`src/hdl/http_response_header_parser_core_macros.svh`:
```
// ----------------------------------------------------------------------------
// HTTP response header parser - assertion macros
// Shared helpers for concurrent checks in the parser core.
// ----------------------------------------------------------------------------
`ifndef HTTP_RESPONSE_HEADER_PARSER_CORE_MACROS_SVH
`define HTTP_RESPONSE_HEADER_PARSER_CORE_MACROS_SVH

// same-cycle implication
`define HRHP_ASSERT_IMP(label, clk, rst_n, ante, cons, msg) \
    label: assert property (@(posedge clk) disable iff (!rst_n) (ante) |-> (cons)) \
        else $error(msg);

// next-cycle implication
`define HRHP_ASSERT_NXT(label, clk, rst_n, ante, cons, msg) \
    label: assert property (@(posedge clk) disable iff (!rst_n) (ante) |=> (cons)) \
        else $error(msg);

`endif

```
`src/hdl/hrhp_pkg.sv`:
```
// ----------------------------------------------------------------------------
// HTTP response header parser - package
// Types, codes, literals and small character helpers.
// ----------------------------------------------------------------------------
`timescale 1ns / 1ps

package hrhp_pkg;

    localparam int LINE_BYTES_DEF   = 256;
    localparam int HEADER_LIMIT_DEF = 4096;

    localparam int CFG_IDX_W = 2;
    localparam logic [CFG_IDX_W-1:0] REG_MAX_LENGTH = 2'd0;
    localparam logic [CFG_IDX_W-1:0] REG_MIN_LENGTH = 2'd1;

    localparam logic [31:0] MAX_LENGTH_RST = 32'd1048576;
    localparam logic [31:0] MIN_LENGTH_RST = 32'd116;

    localparam logic [7:0] CH_CR    = 8'h0D;
    localparam logic [7:0] CH_LF    = 8'h0A;
    localparam logic [7:0] CH_SP    = 8'h20;
    localparam logic [7:0] CH_TAB   = 8'h09;
    localparam logic [7:0] CH_COLON = 8'h3A;
    localparam logic [7:0] CH_ZERO  = 8'h30;
    localparam logic [7:0] CH_NUL   = 8'h00;

    localparam int LIT_W    = 17;
    localparam int TE_LEN   = 17;
    localparam int CE_LEN   = 16;
    localparam int CL_LEN   = 14;
    localparam int ID_LEN   = 8;
    localparam int STAT_LEN = 12;

    localparam logic [8*LIT_W-1:0] LIT_TE  = "transfer-encoding";
    localparam logic [8*LIT_W-1:0] LIT_CE  = "content-encoding";
    localparam logic [8*LIT_W-1:0] LIT_CL  = "content-length";
    localparam logic [8*LIT_W-1:0] LIT_ID  = "identity";
    localparam logic [8*LIT_W-1:0] LIT_S11 = "HTTP/1.1 200";
    localparam logic [8*LIT_W-1:0] LIT_S10 = "HTTP/1.0 200";

    typedef enum logic [3:0] {
        ST_ACCEPTED    = 4'd0,
        ST_HDR_DONE    = 4'd1,
        ST_BODY        = 4'd2,
        ST_BODY_END    = 4'd3,
        ST_TOO_LONG    = 4'd4,
        ST_BAD_LINE    = 4'd5,
        ST_UNSUPPORTED = 4'd6,
        ST_EXCESS      = 4'd7,
        ST_IGNORED     = 4'd8
    } status_t;

    typedef enum logic [2:0] {
        PH_IDLE,
        PH_HEADERS,
        PH_BODY,
        PH_DONE,
        PH_FAILED
    } phase_t;

    typedef enum logic [1:0] {
        CS_IDLE,
        CS_EXEC,
        CS_SCAN,
        CS_FINAL
    } ctrl_state_t;

    typedef enum logic [1:0] {
        VS_PRE,
        VS_TOK,
        VS_POST
    } vstate_t;

    typedef struct packed {
        logic capture;
        logic start_scan;
        logic scan_step;
        logic exec;
        logic commit;
    } cmd_t;

    typedef struct packed {
        logic needs_scan;
        logic scan_done;
    } stat_t;

    // character i (from the left) of a literal of len characters
    function automatic logic [7:0] lit_char(input logic [8*LIT_W-1:0] s, input int len,
                                            input logic [4:0] i);
        logic [7:0] c;
        c = 8'h00;
        if (int'(i) < len)
        begin
            c = s[8*(len-1-int'(i)) +: 8];
        end
        return c;
    endfunction

    function automatic logic [7:0] to_lower(input logic [7:0] b);
        logic [7:0] c;
        c = b;
        if (b >= "A" && b <= "Z")
        begin
            c = b + 8'h20;
        end
        return c;
    endfunction

    function automatic logic is_digit(input logic [7:0] b);
        return (b >= "0" && b <= "9");
    endfunction

    function automatic logic is_blank(input logic [7:0] b);
        return (b == CH_SP || b == CH_TAB);
    endfunction

    function automatic logic is_name_char(input logic [7:0] b);
        return ((b >= "a" && b <= "z") || (b >= "0" && b <= "9") || b == "-");
    endfunction

endpackage

```
`src/hdl/hrhp_ctrl.sv`:
```
// ----------------------------------------------------------------------------
// HTTP response header parser - controller
// Sequences capture, byte execution, line scan and result commit.
// ----------------------------------------------------------------------------
`timescale 1ns / 1ps

module hrhp_ctrl
(
    input  logic           clk,
    input  logic           rst_n,
    input  logic           in_valid,
    output logic           in_stall,
    input  logic           out_stall,
    output logic           out_valid,
    input  hrhp_pkg::stat_t stat,
    output hrhp_pkg::cmd_t  cmd
);

    hrhp_pkg::ctrl_state_t state_reg, state_next;
    logic out_valid_reg, out_valid_next;
    logic slot_free;

    assign slot_free = !out_valid_reg || !out_stall;

    always_ff @(posedge clk or negedge rst_n)
    begin
        if (!rst_n)
        begin
            state_reg     <= hrhp_pkg::CS_IDLE;
            out_valid_reg <= 1'b0;
        end
        else
        begin
            state_reg     <= state_next;
            out_valid_reg <= out_valid_next;
        end
    end

    always_comb
    begin
        state_next = state_reg;
        cmd        = '0;
        unique case (state_reg)
            hrhp_pkg::CS_IDLE:
            begin
                if (in_valid)
                begin
                    cmd.capture = 1'b1;
                    state_next  = hrhp_pkg::CS_EXEC;
                end
            end
            hrhp_pkg::CS_EXEC:
            begin
                if (stat.needs_scan)
                begin
                    cmd.start_scan = 1'b1;
                    state_next     = hrhp_pkg::CS_SCAN;
                end
                else if (slot_free)
                begin
                    cmd.exec   = 1'b1;
                    state_next = hrhp_pkg::CS_IDLE;
                end
            end
            hrhp_pkg::CS_SCAN:
            begin
                if (stat.scan_done)
                begin
                    state_next = hrhp_pkg::CS_FINAL;
                end
                else
                begin
                    cmd.scan_step = 1'b1;
                end
            end
            hrhp_pkg::CS_FINAL:
            begin
                if (slot_free)
                begin
                    cmd.commit = 1'b1;
                    state_next = hrhp_pkg::CS_IDLE;
                end
            end
        endcase

        out_valid_next = out_valid_reg && out_stall;
        if (cmd.exec || cmd.commit)
        begin
            out_valid_next = 1'b1;
        end
    end

    assign in_stall  = (state_reg != hrhp_pkg::CS_IDLE);
    assign out_valid = out_valid_reg;

endmodule

```
`src/hdl/hrhp_dp.sv`:
```
// ----------------------------------------------------------------------------
// HTTP response header parser - datapath
// Line store, parse state, line scanner, body counter and result register.
// ----------------------------------------------------------------------------
`timescale 1ns / 1ps

module hrhp_dp
#(
    parameter int LINE_BYTES   = hrhp_pkg::LINE_BYTES_DEF,
    parameter int HEADER_LIMIT = hrhp_pkg::HEADER_LIMIT_DEF
)
(
    input  logic                           clk,
    input  logic                           rst_n,
    input  hrhp_pkg::cmd_t                 cmd,
    output hrhp_pkg::stat_t                stat,
    input  logic                           in_cmd,
    input  logic [7:0]                     in_byte,
    input  logic                           cfg_we,
    input  logic [hrhp_pkg::CFG_IDX_W-1:0] cfg_index,
    input  logic [31:0]                    cfg_data,
    output logic [3:0]                     status,
    output logic [7:0]                     body_byte,
    output logic [31:0]                    content_length
);

    localparam int LW  = $clog2(LINE_BYTES);
    localparam int HCW = $clog2(HEADER_LIMIT + 2);

    // line store
    logic [7:0] mem [LINE_BYTES];
    logic       mem_we;
    logic [7:0] rd_data_reg;
    logic [LW-1:0] rd_pos_reg;

    // item
    logic       item_cmd_reg;
    logic [7:0] item_byte_reg;

    // parse state
    hrhp_pkg::phase_t phase_reg, phase_next;
    logic [LW-1:0]  line_len_reg, line_len_next;
    logic           last_cr_reg, last_cr_next;
    logic [HCW-1:0] hdr_cnt_reg, hdr_cnt_next;
    logic           status_seen_reg, status_seen_next;
    logic           length_seen_reg, length_seen_next;
    logic [31:0]    body_len_reg, body_len_next;
    logic [31:0]    body_rcv_reg, body_rcv_next;
    logic [31:0]    max_len_reg, max_len_next;
    logic [31:0]    min_len_reg, min_len_next;

    // scanner
    logic [LW-1:0] scan_len_reg, scan_len_next;
    logic [LW-1:0] scan_idx_reg, scan_idx_next;
    logic          rd_valid_reg, rd_valid_next;
    logic          st11_reg, st11_next;
    logic          st10_reg, st10_next;
    logic          sp_ok_reg, sp_ok_next;
    logic          colon_reg, colon_next;
    logic          colon_zero_reg, colon_zero_next;
    logic          name_ok_reg, name_ok_next;
    logic          te_reg, te_next;
    logic          ce_reg, ce_next;
    logic          cl_reg, cl_next;
    hrhp_pkg::vstate_t vstate_reg, vstate_next;
    logic [3:0]    tok_k_reg, tok_k_next;
    logic          id_ok_reg, id_ok_next;
    logic          dig_ok_reg, dig_ok_next;
    logic          garbage_reg, garbage_next;
    logic [31:0]   size_reg, size_next;

    // result
    logic [3:0]  status_reg, status_next;
    logic [7:0]  body_byte_reg, body_byte_next;
    logic [31:0] clen_reg, clen_next;

    logic [HCW-1:0] cnt_inc;
    logic           lim_fail;
    logic [31:0]    body_rcv_inc;
    logic [35:0]    size_cand;
    logic [31:0]    pos32;
    logic [4:0]     pos5;
    logic [7:0]     lc;
    logic           do_tok;
    logic           status_ok, id_valid, cl_valid, hdr_ok;

    assign cnt_inc  = (hdr_cnt_reg == '1) ? hdr_cnt_reg : hdr_cnt_reg + 1'b1;
    assign lim_fail = (cnt_inc > HCW'(HEADER_LIMIT)) || (line_len_reg >= LW'(LINE_BYTES - 1))
                      || (item_byte_reg == hrhp_pkg::CH_NUL);
    assign stat.needs_scan = item_cmd_reg && (phase_reg == hrhp_pkg::PH_HEADERS) && !lim_fail
                             && (item_byte_reg == hrhp_pkg::CH_LF) && last_cr_reg;
    assign stat.scan_done  = (scan_idx_reg == scan_len_reg) && !rd_valid_reg;

    assign mem_we = cmd.exec && item_cmd_reg && (phase_reg == hrhp_pkg::PH_HEADERS) && !lim_fail
                    && (item_byte_reg != hrhp_pkg::CH_LF) && !last_cr_reg;

    assign body_rcv_inc = body_rcv_reg + 32'd1;
    // size * 10 + digit
    assign size_cand = ({4'b0, size_reg} << 3) + ({4'b0, size_reg} << 1)
                       + 36'(rd_data_reg - hrhp_pkg::CH_ZERO);
    assign pos32 = 32'(rd_pos_reg);
    assign pos5  = 5'(rd_pos_reg);
    assign lc    = hrhp_pkg::to_lower(rd_data_reg);

    assign status_ok = (scan_len_reg >= LW'(hrhp_pkg::STAT_LEN)) && (st11_reg || st10_reg)
                       && ((scan_len_reg == LW'(hrhp_pkg::STAT_LEN)) || sp_ok_reg);
    assign id_valid  = (vstate_reg != hrhp_pkg::VS_PRE) && !garbage_reg && id_ok_reg
                       && (tok_k_reg == 4'(hrhp_pkg::ID_LEN));
    assign cl_valid  = !length_seen_reg && (vstate_reg != hrhp_pkg::VS_PRE) && !garbage_reg
                       && dig_ok_reg && (size_reg >= min_len_reg);
    assign hdr_ok    = colon_reg && !colon_zero_reg && name_ok_reg && !te_reg
                       && (!ce_reg || id_valid) && (!cl_reg || cl_valid);

    always_ff @(posedge clk)
    begin
        if (mem_we)
        begin
            mem[line_len_reg] <= item_byte_reg;
        end
        rd_data_reg <= mem[scan_idx_reg];
        rd_pos_reg  <= scan_idx_reg;
        if (cmd.capture)
        begin
            item_cmd_reg  <= in_cmd;
            item_byte_reg <= in_byte;
        end
        status_reg    <= status_next;
        body_byte_reg <= body_byte_next;
        clen_reg      <= clen_next;
    end

    always_ff @(posedge clk or negedge rst_n)
    begin
        if (!rst_n)
        begin
            phase_reg       <= hrhp_pkg::PH_IDLE;
            line_len_reg    <= '0;
            last_cr_reg     <= 1'b0;
            hdr_cnt_reg     <= '0;
            status_seen_reg <= 1'b0;
            length_seen_reg <= 1'b0;
            body_len_reg    <= '0;
            body_rcv_reg    <= '0;
            max_len_reg     <= hrhp_pkg::MAX_LENGTH_RST;
            min_len_reg     <= hrhp_pkg::MIN_LENGTH_RST;
            scan_len_reg    <= '0;
            scan_idx_reg    <= '0;
            rd_valid_reg    <= 1'b0;
            st11_reg        <= 1'b0;
            st10_reg        <= 1'b0;
            sp_ok_reg       <= 1'b0;
            colon_reg       <= 1'b0;
            colon_zero_reg  <= 1'b0;
            name_ok_reg     <= 1'b0;
            te_reg          <= 1'b0;
            ce_reg          <= 1'b0;
            cl_reg          <= 1'b0;
            vstate_reg      <= hrhp_pkg::VS_PRE;
            tok_k_reg       <= '0;
            id_ok_reg       <= 1'b0;
            dig_ok_reg      <= 1'b0;
            garbage_reg     <= 1'b0;
            size_reg        <= '0;
        end
        else
        begin
            phase_reg       <= phase_next;
            line_len_reg    <= line_len_next;
            last_cr_reg     <= last_cr_next;
            hdr_cnt_reg     <= hdr_cnt_next;
            status_seen_reg <= status_seen_next;
            length_seen_reg <= length_seen_next;
            body_len_reg    <= body_len_next;
            body_rcv_reg    <= body_rcv_next;
            max_len_reg     <= max_len_next;
            min_len_reg     <= min_len_next;
            scan_len_reg    <= scan_len_next;
            scan_idx_reg    <= scan_idx_next;
            rd_valid_reg    <= rd_valid_next;
            st11_reg        <= st11_next;
            st10_reg        <= st10_next;
            sp_ok_reg       <= sp_ok_next;
            colon_reg       <= colon_next;
            colon_zero_reg  <= colon_zero_next;
            name_ok_reg     <= name_ok_next;
            te_reg          <= te_next;
            ce_reg          <= ce_next;
            cl_reg          <= cl_next;
            vstate_reg      <= vstate_next;
            tok_k_reg       <= tok_k_next;
            id_ok_reg       <= id_ok_next;
            dig_ok_reg      <= dig_ok_next;
            garbage_reg     <= garbage_next;
            size_reg        <= size_next;
        end
    end

    always_comb
    begin
        phase_next       = phase_reg;
        line_len_next    = line_len_reg;
        last_cr_next     = last_cr_reg;
        hdr_cnt_next     = hdr_cnt_reg;
        status_seen_next = status_seen_reg;
        length_seen_next = length_seen_reg;
        body_len_next    = body_len_reg;
        body_rcv_next    = body_rcv_reg;
        max_len_next     = max_len_reg;
        min_len_next     = min_len_reg;
        scan_len_next    = scan_len_reg;
        scan_idx_next    = scan_idx_reg;
        rd_valid_next    = rd_valid_reg;
        st11_next        = st11_reg;
        st10_next        = st10_reg;
        sp_ok_next       = sp_ok_reg;
        colon_next       = colon_reg;
        colon_zero_next  = colon_zero_reg;
        name_ok_next     = name_ok_reg;
        te_next          = te_reg;
        ce_next          = ce_reg;
        cl_next          = cl_reg;
        vstate_next      = vstate_reg;
        tok_k_next       = tok_k_reg;
        id_ok_next       = id_ok_reg;
        dig_ok_next      = dig_ok_reg;
        garbage_next     = garbage_reg;
        size_next        = size_reg;
        status_next      = status_reg;
        body_byte_next   = body_byte_reg;
        clen_next        = clen_reg;
        do_tok           = 1'b0;

        if (cfg_we)
        begin
            if (cfg_index == hrhp_pkg::REG_MAX_LENGTH)
            begin
                max_len_next = cfg_data;
            end
            else if (cfg_index == hrhp_pkg::REG_MIN_LENGTH)
            begin
                min_len_next = cfg_data;
            end
        end

        if (cmd.exec)
        begin
            status_next    = hrhp_pkg::ST_IGNORED;
            body_byte_next = 8'h00;
            if (!item_cmd_reg)
            begin
                line_len_next    = '0;
                last_cr_next     = 1'b0;
                hdr_cnt_next     = '0;
                status_seen_next = 1'b0;
                length_seen_next = 1'b0;
                body_len_next    = '0;
                body_rcv_next    = '0;
                phase_next       = hrhp_pkg::PH_HEADERS;
                status_next      = hrhp_pkg::ST_ACCEPTED;
            end
            else
            begin
                unique case (phase_reg)
                    hrhp_pkg::PH_HEADERS:
                    begin
                        hdr_cnt_next = cnt_inc;
                        if (lim_fail)
                        begin
                            phase_next  = hrhp_pkg::PH_FAILED;
                            status_next = hrhp_pkg::ST_TOO_LONG;
                        end
                        else if (item_byte_reg == hrhp_pkg::CH_LF || last_cr_reg)
                        begin
                            phase_next  = hrhp_pkg::PH_FAILED;
                            status_next = hrhp_pkg::ST_BAD_LINE;
                        end
                        else
                        begin
                            line_len_next = line_len_reg + 1'b1;
                            last_cr_next  = (item_byte_reg == hrhp_pkg::CH_CR);
                            status_next   = hrhp_pkg::ST_ACCEPTED;
                        end
                    end
                    hrhp_pkg::PH_BODY:
                    begin
                        if (body_rcv_reg >= body_len_reg)
                        begin
                            phase_next  = hrhp_pkg::PH_FAILED;
                            status_next = hrhp_pkg::ST_EXCESS;
                        end
                        else
                        begin
                            body_rcv_next  = body_rcv_inc;
                            body_byte_next = item_byte_reg;
                            if (body_rcv_inc == body_len_reg)
                            begin
                                phase_next  = hrhp_pkg::PH_DONE;
                                status_next = hrhp_pkg::ST_BODY_END;
                            end
                            else
                            begin
                                status_next = hrhp_pkg::ST_BODY;
                            end
                        end
                    end
                    hrhp_pkg::PH_DONE:
                    begin
                        phase_next  = hrhp_pkg::PH_FAILED;
                        status_next = hrhp_pkg::ST_EXCESS;
                    end
                    default:
                    begin
                        status_next = hrhp_pkg::ST_IGNORED;
                    end
                endcase
            end
            clen_next = body_len_next;
        end

        if (cmd.start_scan)
        begin
            hdr_cnt_next    = cnt_inc;
            scan_len_next   = line_len_reg - 1'b1;   // drop the CR
            scan_idx_next   = '0;
            rd_valid_next   = 1'b0;
            st11_next       = 1'b1;
            st10_next       = 1'b1;
            sp_ok_next      = 1'b0;
            colon_next      = 1'b0;
            colon_zero_next = 1'b0;
            name_ok_next    = 1'b1;
            te_next         = 1'b1;
            ce_next         = 1'b1;
            cl_next         = 1'b1;
            vstate_next     = hrhp_pkg::VS_PRE;
            tok_k_next      = '0;
            id_ok_next      = 1'b1;
            dig_ok_next     = 1'b1;
            garbage_next    = 1'b0;
            size_next       = '0;
        end

        if (cmd.scan_step)
        begin
            rd_valid_next = (scan_idx_reg < scan_len_reg);
            if (scan_idx_reg < scan_len_reg)
            begin
                scan_idx_next = scan_idx_reg + 1'b1;
            end

            if (rd_valid_reg)
            begin
                // status line checks
                if (pos32 < 32'(hrhp_pkg::STAT_LEN))
                begin
                    st11_next = st11_reg && (rd_data_reg == hrhp_pkg::lit_char(
                                hrhp_pkg::LIT_S11, hrhp_pkg::STAT_LEN, pos5));
                    st10_next = st10_reg && (rd_data_reg == hrhp_pkg::lit_char(
                                hrhp_pkg::LIT_S10, hrhp_pkg::STAT_LEN, pos5));
                end
                if (pos32 == 32'(hrhp_pkg::STAT_LEN))
                begin
                    sp_ok_next = (rd_data_reg == hrhp_pkg::CH_SP);
                end

                // header name up to the first colon
                if (!colon_reg)
                begin
                    if (rd_data_reg == hrhp_pkg::CH_COLON)
                    begin
                        colon_next      = 1'b1;
                        colon_zero_next = (pos32 == 32'd0);
                        te_next = te_reg && (pos32 == 32'(hrhp_pkg::TE_LEN));
                        ce_next = ce_reg && (pos32 == 32'(hrhp_pkg::CE_LEN));
                        cl_next = cl_reg && (pos32 == 32'(hrhp_pkg::CL_LEN));
                    end
                    else
                    begin
                        name_ok_next = name_ok_reg && hrhp_pkg::is_name_char(lc);
                        te_next = te_reg && (pos32 < 32'(hrhp_pkg::TE_LEN)) && (lc ==
                                  hrhp_pkg::lit_char(hrhp_pkg::LIT_TE, hrhp_pkg::TE_LEN, pos5));
                        ce_next = ce_reg && (pos32 < 32'(hrhp_pkg::CE_LEN)) && (lc ==
                                  hrhp_pkg::lit_char(hrhp_pkg::LIT_CE, hrhp_pkg::CE_LEN, pos5));
                        cl_next = cl_reg && (pos32 < 32'(hrhp_pkg::CL_LEN)) && (lc ==
                                  hrhp_pkg::lit_char(hrhp_pkg::LIT_CL, hrhp_pkg::CL_LEN, pos5));
                    end
                end
                else
                begin
                    // value: leading blanks, one token, trailing blanks
                    unique case (vstate_reg)
                        hrhp_pkg::VS_PRE:
                        begin
                            if (!hrhp_pkg::is_blank(rd_data_reg))
                            begin
                                vstate_next = hrhp_pkg::VS_TOK;
                                do_tok      = 1'b1;
                            end
                        end
                        hrhp_pkg::VS_TOK:
                        begin
                            if (hrhp_pkg::is_blank(rd_data_reg))
                            begin
                                vstate_next = hrhp_pkg::VS_POST;
                            end
                            else
                            begin
                                do_tok = 1'b1;
                            end
                        end
                        default:
                        begin
                            if (!hrhp_pkg::is_blank(rd_data_reg))
                            begin
                                garbage_next = 1'b1;
                            end
                        end
                    endcase

                    if (do_tok)
                    begin
                        id_ok_next = id_ok_reg && (tok_k_reg < 4'(hrhp_pkg::ID_LEN))
                                     && (rd_data_reg == hrhp_pkg::lit_char(
                                         hrhp_pkg::LIT_ID, hrhp_pkg::ID_LEN, 5'(tok_k_reg)));
                        if (tok_k_reg < 4'(hrhp_pkg::ID_LEN + 1))
                        begin
                            tok_k_next = tok_k_reg + 1'b1;
                        end
                        if (hrhp_pkg::is_digit(rd_data_reg) && (size_cand <= {4'b0, max_len_reg}))
                        begin
                            size_next = size_cand[31:0];
                        end
                        else
                        begin
                            dig_ok_next = 1'b0;
                        end
                    end
                end
            end
        end

        if (cmd.commit)
        begin
            line_len_next  = '0;
            last_cr_next   = 1'b0;
            body_byte_next = 8'h00;
            status_next    = hrhp_pkg::ST_ACCEPTED;
            if (!status_seen_reg)
            begin
                if (status_ok)
                begin
                    status_seen_next = 1'b1;
                end
                else
                begin
                    phase_next  = hrhp_pkg::PH_FAILED;
                    status_next = hrhp_pkg::ST_UNSUPPORTED;
                end
            end
            else if (scan_len_reg == '0)
            begin
                if (!length_seen_reg)
                begin
                    phase_next  = hrhp_pkg::PH_FAILED;
                    status_next = hrhp_pkg::ST_UNSUPPORTED;
                end
                else
                begin
                    phase_next  = (body_len_reg == 32'd0) ? hrhp_pkg::PH_DONE
                                                          : hrhp_pkg::PH_BODY;
                    status_next = hrhp_pkg::ST_HDR_DONE;
                end
            end
            else if (hdr_ok)
            begin
                if (cl_reg)
                begin
                    body_len_next    = size_reg;
                    length_seen_next = 1'b1;
                end
            end
            else
            begin
                phase_next  = hrhp_pkg::PH_FAILED;
                status_next = hrhp_pkg::ST_UNSUPPORTED;
            end
            clen_next = body_len_next;
        end
    end

    assign status         = status_reg;
    assign body_byte      = body_byte_reg;
    assign content_length = clen_reg;

endmodule

```
`src/hdl/http_response_header_parser_core.sv`:
```
// ----------------------------------------------------------------------------
// HTTP response header parser core
// Byte-wise HTTP response header check with body length counting.
// ----------------------------------------------------------------------------
//  channel | signals                                       | handshake
//  --------+-----------------------------------------------+-----------------
//  input   | cmd, data_byte                                | in_valid/in_stall
//  output  | status, body_byte, content_length             | out_valid/out_stall
//  config  | cfg_index, cfg_data                           | cfg_valid/cfg_ready
//
//  A plain byte or start is captured, then executed. At a line ending the
//  scanner reads the stored line (CR dropped) once, one byte per cycle
//  through its single registered read port, then commits; a blank line
//  is committed without a read.
//  Reset clears all control state; the line store needs no clearing.
//  A result waits in the output register while the next item is taken in;
//  it is only executed once that register is free.
// ----------------------------------------------------------------------------
`timescale 1ns / 1ps
`include "http_response_header_parser_core_macros.svh"

module http_response_header_parser_core
#(
    parameter int LINE_BYTES   = hrhp_pkg::LINE_BYTES_DEF,
    parameter int HEADER_LIMIT = hrhp_pkg::HEADER_LIMIT_DEF
)
(
    input  logic                           clk,
    input  logic                           rst_n,
    input  logic                           in_valid,
    output logic                           in_stall,
    input  logic                           cmd,
    input  logic [7:0]                     data_byte,
    output logic                           out_valid,
    input  logic                           out_stall,
    output logic [3:0]                     status,
    output logic [7:0]                     body_byte,
    output logic [31:0]                    content_length,
    input  logic                           cfg_valid,
    output logic                           cfg_ready,
    input  logic [hrhp_pkg::CFG_IDX_W-1:0] cfg_index,
    input  logic [31:0]                    cfg_data
);

    hrhp_pkg::cmd_t  ctl_cmd;
    hrhp_pkg::stat_t dp_stat;

    assign cfg_ready = 1'b1;

    hrhp_ctrl u_ctrl
    (
        .clk       (clk),
        .rst_n     (rst_n),
        .in_valid  (in_valid),
        .in_stall  (in_stall),
        .out_stall (out_stall),
        .out_valid (out_valid),
        .stat      (dp_stat),
        .cmd       (ctl_cmd)
    );

    hrhp_dp
    #(
        .LINE_BYTES   (LINE_BYTES),
        .HEADER_LIMIT (HEADER_LIMIT)
    )
    u_dp
    (
        .clk            (clk),
        .rst_n          (rst_n),
        .cmd            (ctl_cmd),
        .stat           (dp_stat),
        .in_cmd         (cmd),
        .in_byte        (data_byte),
        .cfg_we         (cfg_valid && cfg_ready),
        .cfg_index      (cfg_index),
        .cfg_data       (cfg_data),
        .status         (status),
        .body_byte      (body_byte),
        .content_length (content_length)
    );

    // an accepted item keeps the input side busy in the cycle after it
    `HRHP_ASSERT_NXT(a_busy_after_accept, clk, rst_n, in_valid && !in_stall, in_stall,
                     "input accepted twice in a row")

    // a result is only loaded into a free output register
    `HRHP_ASSERT_IMP(a_emit_slot_free, clk, rst_n, ctl_cmd.exec || ctl_cmd.commit,
                     !out_valid || !out_stall, "result overwrote a pending item")

    // last body byte implies a nonzero length
    `HRHP_ASSERT_IMP(a_body_end_len, clk, rst_n,
                     out_valid && status == hrhp_pkg::ST_BODY_END,
                     content_length != 32'd0, "body end with zero length")

endmodule
```
`config.mk`:
```
export PLATFORM = sky130hd
export DESIGN_NAME = http_response_header_parser_core
export DESIGN_NICKNAME = d
export VERILOG_FILES = /design/src/hdl/hrhp_pkg.sv /design/src/hdl/hrhp_ctrl.sv /design/src/hdl/hrhp_dp.sv /design/src/hdl/http_response_header_parser_core.sv
export VERILOG_INCLUDE_DIRS = /design/src /design/src/hdl
export SDC_FILE = /design/constraint.sdc
export NUM_CORES = 2
export LEC_CHECK = 0
export BUFFER_PORTS_ARGS = -buffer_cell sky130_fd_sc_hd__clkbuf_2
export CAP_MARGIN = 20
export CORE_MARGIN = 2
export CORE_UTILIZATION = 55
export CTS_CLUSTER_DIAMETER = 80
export DETAILED_ROUTE_END_ITERATION = 6
export PLACE_DENSITY_LB_ADDON = 0.08
export SLEW_MARGIN = 20
export SYNTH_ARGS = -nofsm -noshare
export SYNTH_HDL_FRONTEND = slang
export SYNTH_SLANG_ARGS = --single-unit
```
`constraint.sdc`:
```
create_clock -name clk -period 6.2 [get_ports clk]
set_input_delay 1.24 -clock clk [delete_from_list [all_inputs] [get_ports clk]]
set_output_delay 1.24 -clock clk [all_outputs]
set_load 0.02 [all_outputs]
```
==> impl_metrics.yaml <==
status:
  status: "completed"
timing:
  fmax_mhz: 166
  drv_slew: 0
  setup_viol: 0
  hold_violations: 0
  slew_headroom_pct: 20.4
  fin_skew_ns: 0.0583
  tns_ns: 0
  period_share_pct: 97.2
  tightest_slew_ns: 1.19
  fin_crit_ns: 6.03
drt:
  firstDrtPassIters: 6
  drc: 0
  drt-total-wl_mm: 248
  antenna_left: 0
  post_drt_via_cell_ratio: 6.40
  post_drt_wl_per_cell_um: 29.6
  vias: 53600
  first_iter_violations: 5604
placement:
  io_buffers: 93
  gp_congestion: 0.905
  dp_hpwl_mm: 155
floorplanning:
  core_area_mm2: 0.181
  initial_core_util_pct: 55.3
  fp-row-count: 156
  die_w_um: 430
  die_h_um: 430
  io_pins: 95
  die_area_mm2: 0.185
synth:
  avgSynthCellArea_um2: 18.1
  async_reset_ff_share_pct: 9.61
  synth.largest_area_cell: "edfxtp_1"
  syn_inst: 5523
  synth_top_area_share_pct: 63.0
  syn_area_mm2: 0.0998
  ys_ff_latch: 2342
  synth_area_leaders: "edfxtp_1 (63%), mux4_2 (15%), dfrtp_1 (5.5%), ha_1 (2.1%), nor2_1 (1.5%)"
  synth-main-ff-cell: "edfxtp_1"
  ys_warn_count: 0
  ys_types: 88
  synth_seq_area_share_pct: 69.1
  synth_edf_count: 2093
critical_path:
  required_ns: 6.93
  cpMaxStageDelayCell: "or3_4"
  cp_slowest_stage_delay_ns: 0.42
  cp_max_fo: 11
  cp.arrival_ns: 6.76
  cp-end-kind: "register"
  path_class: "register to register"
  cp-start-kind: "register"
pwr:
  power.density_mw_per_mm2: 305
  peakVddDrop_mv: 0.281
  leakage_nw: 37.2
final_layout:
  nets: 6059
  n_fill_cell: 12800
  largest_reg_flops: 2048
  diodes: 0
  drive_gt1_share_pct: 25.3
  post-route-util_pct: 62.1
  area_delta_synth_final_pct: 12.4
  regMostFlops: "u_dp.mem"
global_routing:
  overflow: 0
  grt_usage_pct: 27.0
  grt_antenna_before_repair: 6
  grt_first_pass_wirelength_mm: 364
  grt_pass1_vias: 53300
  grt_max_degree: 193
clock_tree:
  clkLatencyLatePin_ns: 0.88
  cts_buffers: 231
  numClockSinks: 2342
  path_clk_slew_ns: 0.07
  cts-root-buf: "clkbuf_16"
  ctsLongestPathBuffers: 3
  h-tree-depth: 4
  cts_tree: "yes"
run:
  maxCapViolCount: 0
worst_hold_path:
  hp-class: "primary input to asynchronous set/reset pin"
[cell type report]
class                   instances  area, µm²  share of cell area [%]
clock buffers                 289       6110                    5.45
clock inverters               146       1370                    1.22
inverters                     191        721                   0.643
multi-input cells            2684      29100                    25.9
flip-flops and latches       2342      69000                    61.5
well taps                    2370       2970                    2.64
repair buffers                364       2930                    2.61
[report_power, final]
part / switching (mW) / internal [mW]
Sequential: 0.188 / 17.9
Combinational: 1.74 / 0.562
Clock: 6.04 / 7.76
[cells in the final DEF, fill, tap and decap left out, types with 48 or more instances in the layout]
| master | count |
|---|---|
| nor2_1 | 387 |
| mux4_2 | 680 |
| clkinv_1 | 55 |
| nand4_1 | 56 |
| xnor2_1 | 65 |
| inv_1 | 187 |
| o21ai_0 | 163 |
| nand2_1 | 206 |
| clkbuf_16 | 233 |
| clkbuf_2 | 92 |
| a22o_1 | 80 |
| ha_1 | 163 |
| a21oi_1 | 101 |
| buf_4 | 235 |
| clkbuf_1 | 48 |
| mux2_2 | 64 |
| nand3_1 | 80 |
| edfxtp_1 | 2093 |
| dfrtp_1 | 214 |
| nor3_1 | 57 |
[final timing paths]
path	startpoint	endpoint	slack, ns	cells past startpoint
min in group clk	u_dp.body_byte[0]	u_dp.body_byte[0]	0.49	1
worst max register to register	u_dp.rd_data_reg[4]	u_dp.size_reg[19]	0.17	28
max in group asynchronous	rst_n	u_dp.scan_idx_reg[2]	4.55	2
worst max-delay path	u_dp.rd_data_reg[4]	u_dp.size_reg[19]	0.17	28
worst min register to register	u_dp.body_byte[0]	u_dp.body_byte[0]	0.49	1
worst min-delay path	rst_n	u_dp.size_reg[29]	0.39	1
[what timing repair did]
item / 4_1_cts / 5_1_grt
hold buffers: 0 / 0
pin swaps: 0 / 5
setup endpoints to repair: 30 / 32
resized for setup: 5 / 27
buffers inserted: 0 / 8
gates cloned: 0 / 1
[cells by family after synthesis]
kind of cell / after synthesis / share of synthesized area, %
flops: 2342 / 69.1
simple gates: 1007 / 4.91
mux: 769 / 16.3
compound gates: 600 / 4.04
buf+inv: 504 / 2.01
fa+ha+maj: 197 / 2.70
xor+xnor: 102 / 0.895
other cells: 2 / 0.00753
[stage by stage]
stage	hold slack [ns]	cells	worst slack (ns)	power [mW]	instance area (µm²)
finish	0.386	8386	0.175	34.2	112000
global route	0.413	8386	-0.0634	35.2	112000
CTS	0.393	8376	0.0561	34.4	112000
detailed placement	0.474	7941	-0.0739	20.7	104000
global placement	0.464	7941	0.0296	20.7	104000
floorplan	0.372	5530	0.0337	19.8	99800
[critical path: cells and delay by family, from the launching register on]
kind	cells	cell delay (ns)
xor+xnor	1	0.20
compound gates	11	1.84
mux	1	0.34
simple gates	5	1.11
flops	1	0.32
buf+inv	6	0.88
fa+ha+maj	4	1.24
[per-layer routing]
| metal | track usage, % | up-vias | share of wire, % |
|---|---|---|---|
| met2 | 43.8 | 1997 | 49 |
| met3 | 3.88 | 336 | 6.6 |
| li1 | - | 22800 | - |
| met5 | 0 | - | 0.0052 |
| met1 | 39.0 | 28500 | 42 |
| met4 | 7.10 | 2 | 2.4 |
[Yosys cell counts (21+ instances only)]
cell type     n
a21o_1       38
a21oi_1     105
a22o_1       80
a31oi_1      24
and3_1       23
buf_1        66
buf_2        28
clkbuf_1    208
dfrtp_1     220
dfxtp_1      24
edfxtp_1   2093
fa_1         31
ha_1        166
inv_1       188
mux2_2       64
mux2i_1      25
mux4_2      680
nand2_1     206
nand2b_1     24
nand3_1      87
nand4_1      56
nor2_1      391
nor2b_1      44
nor3_1       58
nor4_1       29
o21ai_0     165
o31ai_1      21
xnor2_1      66
xor2_1       36
Power figures use the tool's default switching activity.
